**config.mk**
```make
export PLATFORM = sky130hd
export DESIGN_NAME = multi_stack_shared_store
export DESIGN_NICKNAME = d
export VERILOG_FILES = /design/src/hw/rtl/msss_pkg.sv /design/src/hw/rtl/msss_store.sv /design/src/hw/rtl/msss_ctrl.sv /design/src/hw/rtl/multi_stack_shared_store.sv
export SDC_FILE = /design/constraint.sdc
export NUM_CORES = 2
export LEC_CHECK = 0
export ABC_AREA = 1
export BUFFER_PORTS_ARGS = -buffer_cell sky130_fd_sc_hd__clkbuf_2
export CAP_MARGIN = 20
export CELL_PAD_IN_SITES_DETAIL_PLACEMENT = 0
export CELL_PAD_IN_SITES_GLOBAL_PLACEMENT = 1
export CORE_UTILIZATION = 50
export DETAILED_ROUTE_END_ITERATION = 7
export GPL_ROUTABILITY_DRIVEN = 1
export PLACE_DENSITY = 0.74
export SLEW_MARGIN = 30
export SYNTH_ARGS = -nofsm -noshare
export SYNTH_HDL_FRONTEND = slang
export SYNTH_SLANG_ARGS = --single-unit
```
**constraint.sdc**
```tcl
create_clock -name clk -period 6.6 [get_ports clk]
set_input_delay 0.33 -clock clk [delete_from_list [all_inputs] [get_ports clk]]
set_output_delay 0.33 -clock clk [all_outputs]
set_load 0.01 [all_outputs]
```
**src/hw/rtl/msss_pkg.sv**
```systemverilog
// ----------------------------------------------------------------------------
// msss_pkg
// Shared types and constants for the multi-stack shared store: word formats,
// store access bundle, status codes and sequencer states.
// ----------------------------------------------------------------------------
package msss_pkg;

	// Sizing
	localparam int NUM_STACKS  = 8;
	localparam int STORE_DEPTH = 64;
	localparam int ADDR_W      = (STORE_DEPTH > 1) ? $clog2(STORE_DEPTH) : 1;
	// Link values cover every entry plus the null code STORE_DEPTH
	localparam int LINK_W      = $clog2(STORE_DEPTH + 1);
	localparam int SEL_W       = (NUM_STACKS > 1) ? $clog2(NUM_STACKS) : 1;
	localparam int SID_W       = 3;
	localparam int DATA_W      = 32;

	localparam logic [LINK_W-1:0] LINK_NULL = LINK_W'(STORE_DEPTH);

	// Request codes
	localparam logic REQ_PUSH = 1'b0;
	localparam logic REQ_POP  = 1'b1;

	typedef enum logic [1:0] {
		STATUS_DONE  = 2'd0,
		STATUS_FULL  = 2'd1,
		STATUS_EMPTY = 2'd2
	} status_t;

	typedef enum logic [1:0] {
		S_IDLE,
		S_LOOKUP,
		S_COMMIT
	} seq_state_t;

	// Input word
	typedef struct packed {
		logic                     req_type;
		logic [SID_W-1:0]         stack_id;
		logic signed [DATA_W-1:0] push_value;
	} item_t;

	// Output word
	typedef struct packed {
		status_t                  status;
		logic signed [DATA_W-1:0] pop_value;
	} result_t;

	// Sequencer to store
	typedef struct packed {
		logic              rd_en;
		logic [ADDR_W-1:0] rd_addr;
		logic              wr_en;
		logic              wr_data_en;
		logic [ADDR_W-1:0] wr_addr;
		logic [LINK_W-1:0] wr_link;
		logic [DATA_W-1:0] wr_data;
	} store_req_t;

	// Store to sequencer
	typedef struct packed {
		logic [LINK_W-1:0] link;
		logic [DATA_W-1:0] data;
	} store_rsp_t;

endpackage

```
**src/hw/rtl/msss_store.sv**
```systemverilog
// ----------------------------------------------------------------------------
// msss_store
// Entry store: data memory and link memory sharing one read port and one
// write port. Link entries never written read as the reset chain (i -> i+1).
// ----------------------------------------------------------------------------
module msss_store
	import msss_pkg::*;
(
	input  logic       clk,
	input  logic       arst_n,
	input  store_req_t req,
	output store_rsp_t rsp
);

	logic [DATA_W-1:0]      data_mem [STORE_DEPTH];
	logic [LINK_W-1:0]      link_mem [STORE_DEPTH];
	logic [STORE_DEPTH-1:0] link_vld_q;
	logic [DATA_W-1:0]      rd_data_q;
	logic [LINK_W-1:0]      rd_link_q;
	logic [ADDR_W-1:0]      rd_addr_q;
	logic                   rd_vld_q;

	// Write and registered read of both memories
	always_ff @(posedge clk) begin
		if (req.wr_en) begin
			link_mem[req.wr_addr] <= req.wr_link;
			if (req.wr_data_en) begin
				data_mem[req.wr_addr] <= req.wr_data;
			end
		end
		if (req.rd_en) begin
			rd_link_q <= link_mem[req.rd_addr];
			rd_data_q <= data_mem[req.rd_addr];
			rd_addr_q <= req.rd_addr;
		end
	end

	// Track which link entries hold written values
	always_ff @(posedge clk or negedge arst_n) begin
		if (!arst_n) begin
			link_vld_q <= '0;
			rd_vld_q   <= 1'b0;
		end else begin
			if (req.wr_en) begin
				link_vld_q[req.wr_addr] <= 1'b1;
			end
			if (req.rd_en) begin
				rd_vld_q <= link_vld_q[req.rd_addr];
			end
		end
	end

	// Unwritten link reads as next entry; the last one yields the null code
	assign rsp.link = rd_vld_q ? rd_link_q : LINK_W'(rd_addr_q) + LINK_W'(1);
	assign rsp.data = rd_data_q;

endmodule

```
**src/hw/rtl/msss_ctrl.sv**
```systemverilog
// ----------------------------------------------------------------------------
// msss_ctrl
// Request sequencer: holds the stack heads and the free-list head, looks up
// the entry, reads its link and data from the store, then commits the list
// updates and registers the result word.
// ----------------------------------------------------------------------------
module msss_ctrl
	import msss_pkg::*;
(
	input  logic       clk,
	input  logic       arst_n,
	input  logic       in_valid,
	output logic       in_ready,
	input  item_t      in_data,
	output logic       out_valid,
	input  logic       out_ready,
	output result_t    out_data,
	output store_req_t store_req,
	input  store_rsp_t store_rsp
);

	seq_state_t        state_q, state_d;
	logic              req_q;
	logic [SID_W-1:0]  sid_q;
	logic [DATA_W-1:0] val_q;
	logic [ADDR_W-1:0] idx_q;
	logic              err_q;
	logic [LINK_W-1:0] stack_head_q [NUM_STACKS];
	logic [LINK_W-1:0] free_head_q;
	logic              out_valid_q;
	result_t           out_data_q;

	logic [SEL_W-1:0]  sel;
	logic [LINK_W-1:0] head_cur;
	logic              sid_ok;
	logic              lookup_err;
	logic              commit_fire;

	// Decode the addressed head
	always_comb begin
		sel        = SEL_W'(sid_q);
		sid_ok     = 32'(sid_q) < 32'(NUM_STACKS);
		head_cur   = (req_q == REQ_POP) ? stack_head_q[sel] : free_head_q;
		lookup_err = !sid_ok || (head_cur >= LINK_NULL);
	end

	// Next state and store access
	always_comb begin
		state_d     = state_q;
		in_ready    = 1'b0;
		commit_fire = 1'b0;
		store_req   = '0;
		unique case (state_q)
			S_IDLE: begin
				in_ready = 1'b1;
				if (in_valid) begin
					state_d = S_LOOKUP;
				end
			end
			S_LOOKUP: begin
				store_req.rd_en   = !lookup_err;
				store_req.rd_addr = head_cur[ADDR_W-1:0];
				state_d           = S_COMMIT;
			end
			S_COMMIT: begin
				commit_fire = !out_valid_q || out_ready;
				if (commit_fire) begin
					in_ready             = 1'b1;
					state_d              = in_valid ? S_LOOKUP : S_IDLE;
					store_req.wr_en      = !err_q;
					store_req.wr_data_en = (req_q == REQ_PUSH);
					store_req.wr_addr    = idx_q;
					store_req.wr_link    = (req_q == REQ_PUSH) ? stack_head_q[sel]
						: free_head_q;
					store_req.wr_data    = val_q;
				end
			end
			default: begin
				state_d = S_IDLE;
			end
		endcase
	end

	// State register
	always_ff @(posedge clk or negedge arst_n) begin
		if (!arst_n) begin
			state_q <= S_IDLE;
		end else begin
			state_q <= state_d;
		end
	end

	// Capture the request word and the looked-up entry
	always_ff @(posedge clk) begin
		if (in_valid && in_ready) begin
			req_q <= in_data.req_type;
			sid_q <= in_data.stack_id;
			val_q <= in_data.push_value;
		end
		if (state_q == S_LOOKUP) begin
			idx_q <= head_cur[ADDR_W-1:0];
			err_q <= lookup_err;
		end
	end

	// Update the list heads on commit
	always_ff @(posedge clk or negedge arst_n) begin
		if (!arst_n) begin
			for (int i = 0; i < NUM_STACKS; i++) begin
				stack_head_q[i] <= LINK_NULL;
			end
			free_head_q <= '0;
		end else if (commit_fire && !err_q) begin
			if (req_q == REQ_PUSH) begin
				free_head_q       <= store_rsp.link;
				stack_head_q[sel] <= LINK_W'(idx_q);
			end else begin
				stack_head_q[sel] <= store_rsp.link;
				free_head_q       <= LINK_W'(idx_q);
			end
		end
	end

	// Hold the result word until taken
	always_ff @(posedge clk or negedge arst_n) begin
		if (!arst_n) begin
			out_valid_q <= 1'b0;
		end else if (commit_fire) begin
			out_valid_q <= 1'b1;
		end else if (out_ready) begin
			out_valid_q <= 1'b0;
		end
	end

	always_ff @(posedge clk) begin
		if (commit_fire) begin
			if (err_q) begin
				out_data_q.status <= (req_q == REQ_PUSH) ? STATUS_FULL : STATUS_EMPTY;
			end else begin
				out_data_q.status <= STATUS_DONE;
			end
			out_data_q.pop_value <= (!err_q && req_q == REQ_POP) ? store_rsp.data : '0;
		end
	end

	assign out_valid = out_valid_q;
	assign out_data  = out_data_q;

endmodule

```
**src/hw/rtl/multi_stack_shared_store.sv**
```systemverilog
// ----------------------------------------------------------------------------
// multi_stack_shared_store
// Several LIFO stacks sharing one entry store, linked through a next-entry
// memory with a free list threading the unused entries.
// ----------------------------------------------------------------------------
// Usage:
//   Input channel in_valid/in_ready/in_data carries one request word: push
//   push_value onto stack stack_id, or pop from it. Output channel
//   out_valid/out_ready/out_data returns exactly one result word per
//   request: status (done, store full, stack empty) and the popped value.
//   Each request passes a lookup state, which picks the head and reads the
//   store, then a commit state, which writes the links and the result word.
//   No new request is taken during the lookup, set by the dependent head
//   lookup followed by the registered read of the shared store port.
//   The request after a committing one is taken in the commit cycle.
//   A stalled receiver holds the result word in the output register; the
//   block finishes nothing further until it is taken, and accepts one more at most.
//   Reset: all stacks empty, free list threads every entry in order. No
//   clearing pass is needed; unwritten link entries read as the reset chain.
// ----------------------------------------------------------------------------
module multi_stack_shared_store
	import msss_pkg::*;
(
	input  logic    clk,
	input  logic    arst_n,
	input  logic    in_valid,
	output logic    in_ready,
	input  item_t   in_data,
	output logic    out_valid,
	input  logic    out_ready,
	output result_t out_data
);

	store_req_t store_req;
	store_rsp_t store_rsp;

	// Sequencer
	msss_ctrl u_ctrl (
		.clk       (clk),
		.arst_n    (arst_n),
		.in_valid  (in_valid),
		.in_ready  (in_ready),
		.in_data   (in_data),
		.out_valid (out_valid),
		.out_ready (out_ready),
		.out_data  (out_data),
		.store_req (store_req),
		.store_rsp (store_rsp)
	);

	// Entry store
	msss_store u_store (
		.clk    (clk),
		.arst_n (arst_n),
		.req    (store_req),
		.rsp    (store_rsp)
	);

endmodule

```
**After elaboration in Yosys (flattened, before gate mapping)**

Memory sizes are Yosys's and may differ from the RTL's. A register that Yosys moved wholly into a read port is not among the register bits.
Cells that the tools add are included.

- Input bits: 40
- Bits in registers: 214
- Logic and storage cells: 83
- Memories kept: 2
- RAM bits: 2496

- Bitwise logic cells: 3
- Muxes and demuxes: 34
- Reductions and logical operators: 12
- Equality and inequality tests: 4
- Add/sub/neg operators: 1
- Magnitude comparators: 6

Memory list:

| name | depth | width | read ports | clocked after Yosys merged registers in | write ports | line | text |
|---|---|---|---|---|---|---|---|
| u_store.data_mem | 64 | 32 | 1 | 1 | 1 | msss_store.sv:15 | `logic [DATA_W-1:0] data_mem [STORE_DEPTH];` |
| u_store.link_mem | 64 | 7 | 1 | 1 | 1 | msss_store.sv:16 | `logic [LINK_W-1:0] link_mem [STORE_DEPTH];` |

Operator list:

| kind | number |
|---|---|
| $bwmux W56 | 2 |
| $mux W47 | 2 |
| $or A64 B64 Y64 | 1 |
| $mux W56 | 1 |
| $mux W7 | 8 |
| $bmux W7 S3 | 1 |
| $demux W7 S3 | 1 |
| $lt A6 B7 Y1 const B | 2 |
| $mux W1 | 12 |
| $add A6 B1 Y7 const B | 1 |
| $ge A7 B7 Y1 const B | 1 |
| $bmux W1 S6 | 1 |
| $demux W1 S6 | 1 |
| $ge A6 B1 Y1 const B | 1 |
| $mux W2 | 3 |
| $pmux W2 S3 | 1 |
| $logic_and A1 B1 Y1 | 5 |
| $ge A4 B4 Y1 const B | 1 |
| $lt A4 B1 Y1 const B | 1 |
| $not A3 Y4 | 1 |
| $logic_not A1 Y1 | 3 |
| $eq A2 B1 Y1 const B | 1 |
| $eq A2 B2 Y1 const B | 1 |
| $logic_not A2 Y1 | 1 |
| 7 further kinds | 7 |

**Longest topological paths before layout**

- Depth after elaboration: 12
- Mapped depth: 21

**Cells and area by module**

A second synthesis with hierarchy kept.

- Cell total of the unflattened synthesis: 9223
- Area total of the unflattened synthesis: 111017.7 um2

By module, submodules not included:

| module | cells each | instances | area each (um2) | seq. area each (um2) |
|---|---|---|---|---|
| msss_store | 8493 | 1 | 104477.7 | 77929.7 |
| msss_ctrl | 730 | 1 | 6540.0 | 3973.8 |

**Worst setup path before layout**

OpenSTA, ideal clock, no wires.

- Path type: register to register
- Start: register u_ctrl.state_q[0]
- End: memory u_store.data_mem[51][0], enable pin
- Period minus slack after synthesis: 5.405 ns
- Library setup time: 0.461 ns
- Arrival time: 4.944 ns
- Stages on the path, launching flop included: 12
- Data required time: 6.139 ns
- Buffers on the path: 2
- Path slack: 1.195 ns
- Cells stage by stage: dfrtp_1 > nor2_1 > clkinv_1 > nor2_2 > inv_1 > buf_2 > nor2_1 > inv_1 > nor2_1 > nand2_1 > clkbuf_1 > nor3_1

- Cells in the longest elaborated chain, start to end: 5

RTL lines:

| item | line | text |
|---|---|---|
| start: declaration | msss_ctrl.sv:22 | `seq_state_t state_q, state_d;` |
| start signal: assignment | msss_ctrl.sv:89 | `state_q <= state_d;` |
| $eq A2 B2 Y1 (*) | msss_ctrl.sv:53 | `unique case (state_q)` |
| $mux W47 (*) | msss_ctrl.sv:53 |  |
| $mux W1 | msss_store.sv:27 | `if (req.wr_data_en) begin` |
| $mux W1 | msss_store.sv:25 | `if (req.wr_en) begin` |
| $mux W1 (not written as such) | msss_store.sv:28 | `data_mem[req.wr_addr] <= req.wr_data;` |
| end: declaration | msss_store.sv:15 |  |

Every way passes the cells marked *; elsewhere a longest branch is shown, timed or not.

**Final worst setup path**

- Start: register u_ctrl.sid_q[0] (netlist: u_ctrl.sel[0])
- End: register u_store.rd_data_q[28], read port of u_store.data_mem, data pin

- Cells in the longest elaborated chain, start to end: 8

RTL lines:

| item | line | text |
|---|---|---|
| start: declaration | msss_ctrl.sv:24 | `logic [SID_W-1:0] sid_q;` |
| start signal: assignment | msss_ctrl.sv:97 | `sid_q <= in_data.stack_id;` |
| $not A3 Y4 (not written as such) (*) | msss_ctrl.sv:43 | `head_cur = (req_q == REQ_POP) ? stack_head_q[sel] : free_head_q;` |
| $bmux W7 S3 (*) | msss_ctrl.sv:43 |  |
| $mux W7 (not written as such) (*) (2 in a row) | msss_ctrl.sv:43 |  |
| $mux W7 (*) | msss_ctrl.sv:43 |  |
| $ge A7 B7 Y1 | msss_ctrl.sv:44 | `lookup_err = !sid_ok \|\| (head_cur >= LINK_NULL);` |
| $logic_not A1 Y1 | msss_ctrl.sv:61 | `store_req.rd_en = !lookup_err;` |
| $mux W7 (*) | msss_ctrl.sv:53 |  |
| end: declaration | msss_store.sv:18 | `logic [DATA_W-1:0] rd_data_q;` |

Every way passes the cells marked *; elsewhere a longest branch is shown, timed or not. The select of a mux whose other input is x is not followed.
A chain may end at the register's enable or synchronous reset.

==> out/results.tsv <==
stage	metric	value	unit
worst_hold_path	hold_path_end	u_ctrl.val_q[29]$_DFFE_PP_	
cts	cts_setup_buffers	0	
cts	htreeDepth	5	
die	die_w	472	microns
routing	ant_nets	0	
global_route	antenna_found_initial	8	
routing	dr.pass1.iters	6	
power_and_ir_drop	p_sw	0.0109	W
global_route	track_usage	0.293	
worst_setup_path	path_buf_inv	3	
cts	ctsLongestPathBuffers	4	
worst_setup_path	worstPathMaxFanout	168	
worst_setup_path	worstSetupEndpointType	flip-flop	
timing	maxSlewViolCount	0	
cells_and_area	post-route-util	0.563	
routing	post_drt_wl_per_cell	26.6	microns
synthesis	ys_seq_area_frac	0.741	
timing	layout_min_cycle_time	5.24	ns
timing	rsz0062_at_grt	no	
cts	insertion_delay	0.95	ns
global_route	grt-ovfl-total	0	
worst_setup_path	crit_path_max_incr_delay	0.68	ns
synthesis	syn-instance-count	9208	
timing	worst_slew_pin_slew	1.13	ns
synthesis	synth_edf_count	2618	
timing	setup_tns	0	ns
global_route	grt_pass1_vias	69200	
placement	dp_hpwl	169000	microns
worst_setup_path	cpMostUsedCell	nand3_1	
timing	finalClockSkew	0.0472	ns
synthesis	async_reset_ff_frac	0.0477	
routing	routed_wl	330000	microns
worst_setup_path	start_kind	flip-flop	
timing	hold_violations	0	
cts	cts_root_buffer	clkbuf_16	
worst_setup_path	slowest_stage	edfxtp_1	
cells_and_area	area_growth	12.0	%
synthesis	syn-mean-instance-area	12.0	sq um
synthesis	synthFlopType	edfxtp_1	
worst_hold_path	hold_depth	2	
placement	port_buffers	75	
global_route	top_usage_layer	met2	
global_route	use_met2	0.446	
die	die_area	0.223	sq mm
routing	drc	0	
die	die_h	472	microns
timing	fmaxAchievable	191	MHz
timing	setup_viol_count_final	0	
worst_setup_path	r2r_setup_slack	1.36	ns
synthesis	yosys_warnings	0	
routing	vias	73300	
synthesis	synth.distinct_cells	38	
cts	post_cts_resized	0	
global_route	met1_usage	0.423	
die	io_pins	76	
worst_setup_path	reg2reg_to	u_store.rd_data_q[28]$_DFFE_PP_	
global_route	gr-usage-met3	0.0506	
die	rows	172	
worst_setup_path	path_cells	inv_4 -> nand2_1 -> nand3_1 -> nand2_1 -> nor2_2 -> nand2_4 -> nand3_4 -> inv_8 -> buf_12 -> nand2_1 -> nand3_1 -> nand3_1 -> nand3_1 -> nand3_1 -> nand2_1 -> o21a_1	
global_route	grt_pass1_wl	476000	microns
die	initial_core_util	0.503	
worst_setup_path	path_delay_family	simple AND/OR/NAND/NOR gates	
synthesis	netlist_area	0.111	sq mm
cells_and_area	drive_gt1_frac	0.0904	
placement	gp_congestion	0.856	
cts	clk_pin_slew	0.06	ns
worst_setup_path	ff2ff_path_depth	16	
synthesis	synth_seq_cells	2749	
timing	fin_crit_sh	0.794	
power_and_ir_drop	p_comb_frac	0.136	
worst_setup_path	critPathKind	flip-flop to flip-flop	
power_and_ir_drop	vdd_ir_drop_max	0.296	mV
cells_and_area	nets	9268	
job	cap_violations	0	
timing	slew_headroom	0.250	
cts	cts_tree	built	
power_and_ir_drop	clkPwrFrac	0.380	
worst_setup_path	critPathRequiredTime	7.40	ns
routing	avgViaCountPerCell	5.92	
power_and_ir_drop	leakage	44.3	nW
global_route	grt_max_degree	192	
cts	cts.sinks	2749	
power_and_ir_drop	intPower	0.0299	W
synthesis	syn-num-nets	9249	
worst_hold_path	worstHoldStart	in_data[29]	
power_and_ir_drop	power_density	330	mW/mm^2
worst_setup_path	worstPathArrival	6.05	ns
power_and_ir_drop	seqPwrFrac	0.484	
worst_setup_path	r2r_start	u_ctrl.sel[0]$_DFFE_PP_	
cts	cts_made_buffers	297	
worst_hold_path	min_path_type	primary input to flip-flop	
die	core-area	0.220	sq mm
routing	drtIter0Drc	10300	
status	status	finished clean	
power_and_ir_drop	p_sw_frac	0.267	
## power groups by stage
stage | Sequential, W | Combinational (W) | Clock, W
after floorplan | 0.0201 | 0.00329 | 0
after global placement | 0.0201 | 0.00540 | 0
after detailed placement | 0.0201 | 0.00546 | 0
after CTS | 0.0198 | 0.00550 | 0.0157
after global routing | 0.0198 | 0.00596 | 0.0163
final | 0.0198 | 0.00555 | 0.0155
## cells in the mapped netlist, types with 3 or more instances
library cell	n	area share
nor2_2	4	0.00023
o21ai_1	6	0.00027
inv_1	118	0.0040
edfxtp_1	2618	0.71
dfrtp_1	123	0.028
o21a_1	40	0.0027
buf_1	20	0.00068
clkbuf_1	120	0.0041
buf_2	437	0.020
mux2i_1	3	0.00027
or2_1	7	0.00040
buf_4	19	0.0013
o22ai_1	3	0.00017
nor2_1	195	0.0066
nand4_1	28	0.0016
nand3_1	2460	0.11
or2_2	58	0.0033
o21ai_0	55	0.0025
a22oi_1	5	0.00034
dfstp_2	8	0.0019
o211ai_1	3	0.00020
nor3_1	65	0.0029
inv_2	9	0.00031
a21oi_1	36	0.0016
nand2_1	2750	0.093
## layer usage
| layer | up-vias | wire length [microns] | share of wire |
|---|---|---|---|
| met1 | 36400 | 135000 | 0.41 |
| met4 | 2 | 12300 | 0.037 |
| met2 | 3693 | 150000 | 0.45 |
| li1 | 32700 | - | - |
| met3 | 563 | 32300 | 0.098 |
| met5 | - | 13 | 0.000039 |
## final cells by class
class	count	area, sq um
Fill cell	17800	95900
Sequential cell	2749	81900
Multi-Input combinational cell	5731	26000
Clock buffer	397	8100
Tap cell	2958	3700
Timing Repair Buffer	318	2840
Clock inverter	98	748
Inverter	130	524
Antenna cell	5	12.5
## placed cells by master (no fill, tap or decap), drive strengths merged
cell / Yosys / final
nand2: 2752 / 2752
edfxtp: 2618 / 2618
nand3: 2461 / 2461
clkbuf: 120 / 471
buf: 478 / 205
nor2: 200 / 200
inv: 128 / 132
dfrtp: 123 / 123
clkinv: 2 / 79
nor3: 65 / 65
or2: 65 / 65
o21ai: 61 / 61
o21a: 40 / 40
dlygate4sd3: 0 / 39
a21oi: 36 / 36
nand4: 28 / 28
bufinv: 0 / 11
dfstp: 8 / 8
clkinvlp: 0 / 6
diode: 0 / 5
a22oi: 5 / 5
o211ai: 3 / 3
o22ai: 3 / 3
mux2i: 3 / 3
o2bb2ai: 2 / 2
a221oi: 2 / 2
xor2: 2 / 2
a22o: 1 / 1
nand3b: 1 / 1
ha: 1 / 1
## logic make-up after synthesis
logic type                 share of synthesized area
and+or+nand+nor                                0.220
xor gates and xnor gates                    0.000158
adders and majority gates                   0.000113
buffers and inverters                         0.0305
muxes                                       0.000272
AOI/OAI and AO/OA                            0.00821
DFF                                            0.741
## how the worst max path moves through the flow
stage	endpoint	startpoint	cells after the start
2_1_floorplan	u_store.data_mem[51][0]$_DFFE_PP_	u_ctrl.state_q[0]$_DFFE_PN0P_	11
3_3_place_gp	u_store.rd_data_q[28]$_DFFE_PP_	u_ctrl.sel[0]$_DFFE_PP_	16
3_5_place_dp	u_store.rd_data_q[28]$_DFFE_PP_	u_ctrl.sel[0]$_DFFE_PP_	16
4_1_cts	u_store.rd_data_q[28]$_DFFE_PP_	u_ctrl.sel[0]$_DFFE_PP_	16
5_1_grt	u_store.rd_data_q[28]$_DFFE_PP_	u_ctrl.sel[0]$_DFFE_PP_	16
6_report	u_store.rd_data_q[28]$_DFFE_PP_	u_ctrl.sel[0]$_DFFE_PP_	16
## stage by stage
| stage | setup WS (ns) | cell area [sq um] | std cells | total power [W] | hold slack (ns) |
|---|---|---|---|---|---|
| finish | 1.36 | 124000 | 12400 | 0.0409 | 0.113 |
| global route | 1.11 | 124000 | 12400 | 0.0421 | 0.0987 |
| CTS | 1.51 | 124000 | 12400 | 0.0410 | 0.0237 |
| detailed placement | 1.54 | 115000 | 11800 | 0.0256 | 0.372 |
| global placement | 1.52 | 114000 | 11800 | 0.0255 | 0.373 |
| floorplan | 1.19 | 111000 | 9208 | 0.0234 | 0.0344 |
## registers in the layout (all words and copies together) (netlist names), 2 cells and up
| register | count |
|---|---|
| u_store.data_mem | 2048 |
| u_store.link_mem | 448 |
| u_store.link_vld_q | 64 |
| u_ctrl.stack_head_q | 56 |
| u_ctrl.out_data | 34 |
| u_ctrl.val_q | 32 |
| u_store.rd_data_q | 32 |
| u_ctrl.free_head_q | 7 |
| u_store.rd_link_q | 7 |
| u_ctrl.idx_q | 6 |
| u_store.rd_addr_q | 6 |
| u_ctrl.sel | 3 |
| u_ctrl.state_q | 2 |
## what timing repair did
action | CTS | global route
setup endpoints to repair | 0 | 0
hold buffers | 40 | 0
endpoints found under the hold margin | 102 | 0
Note: power is estimated with default switching activity, not from simulation.
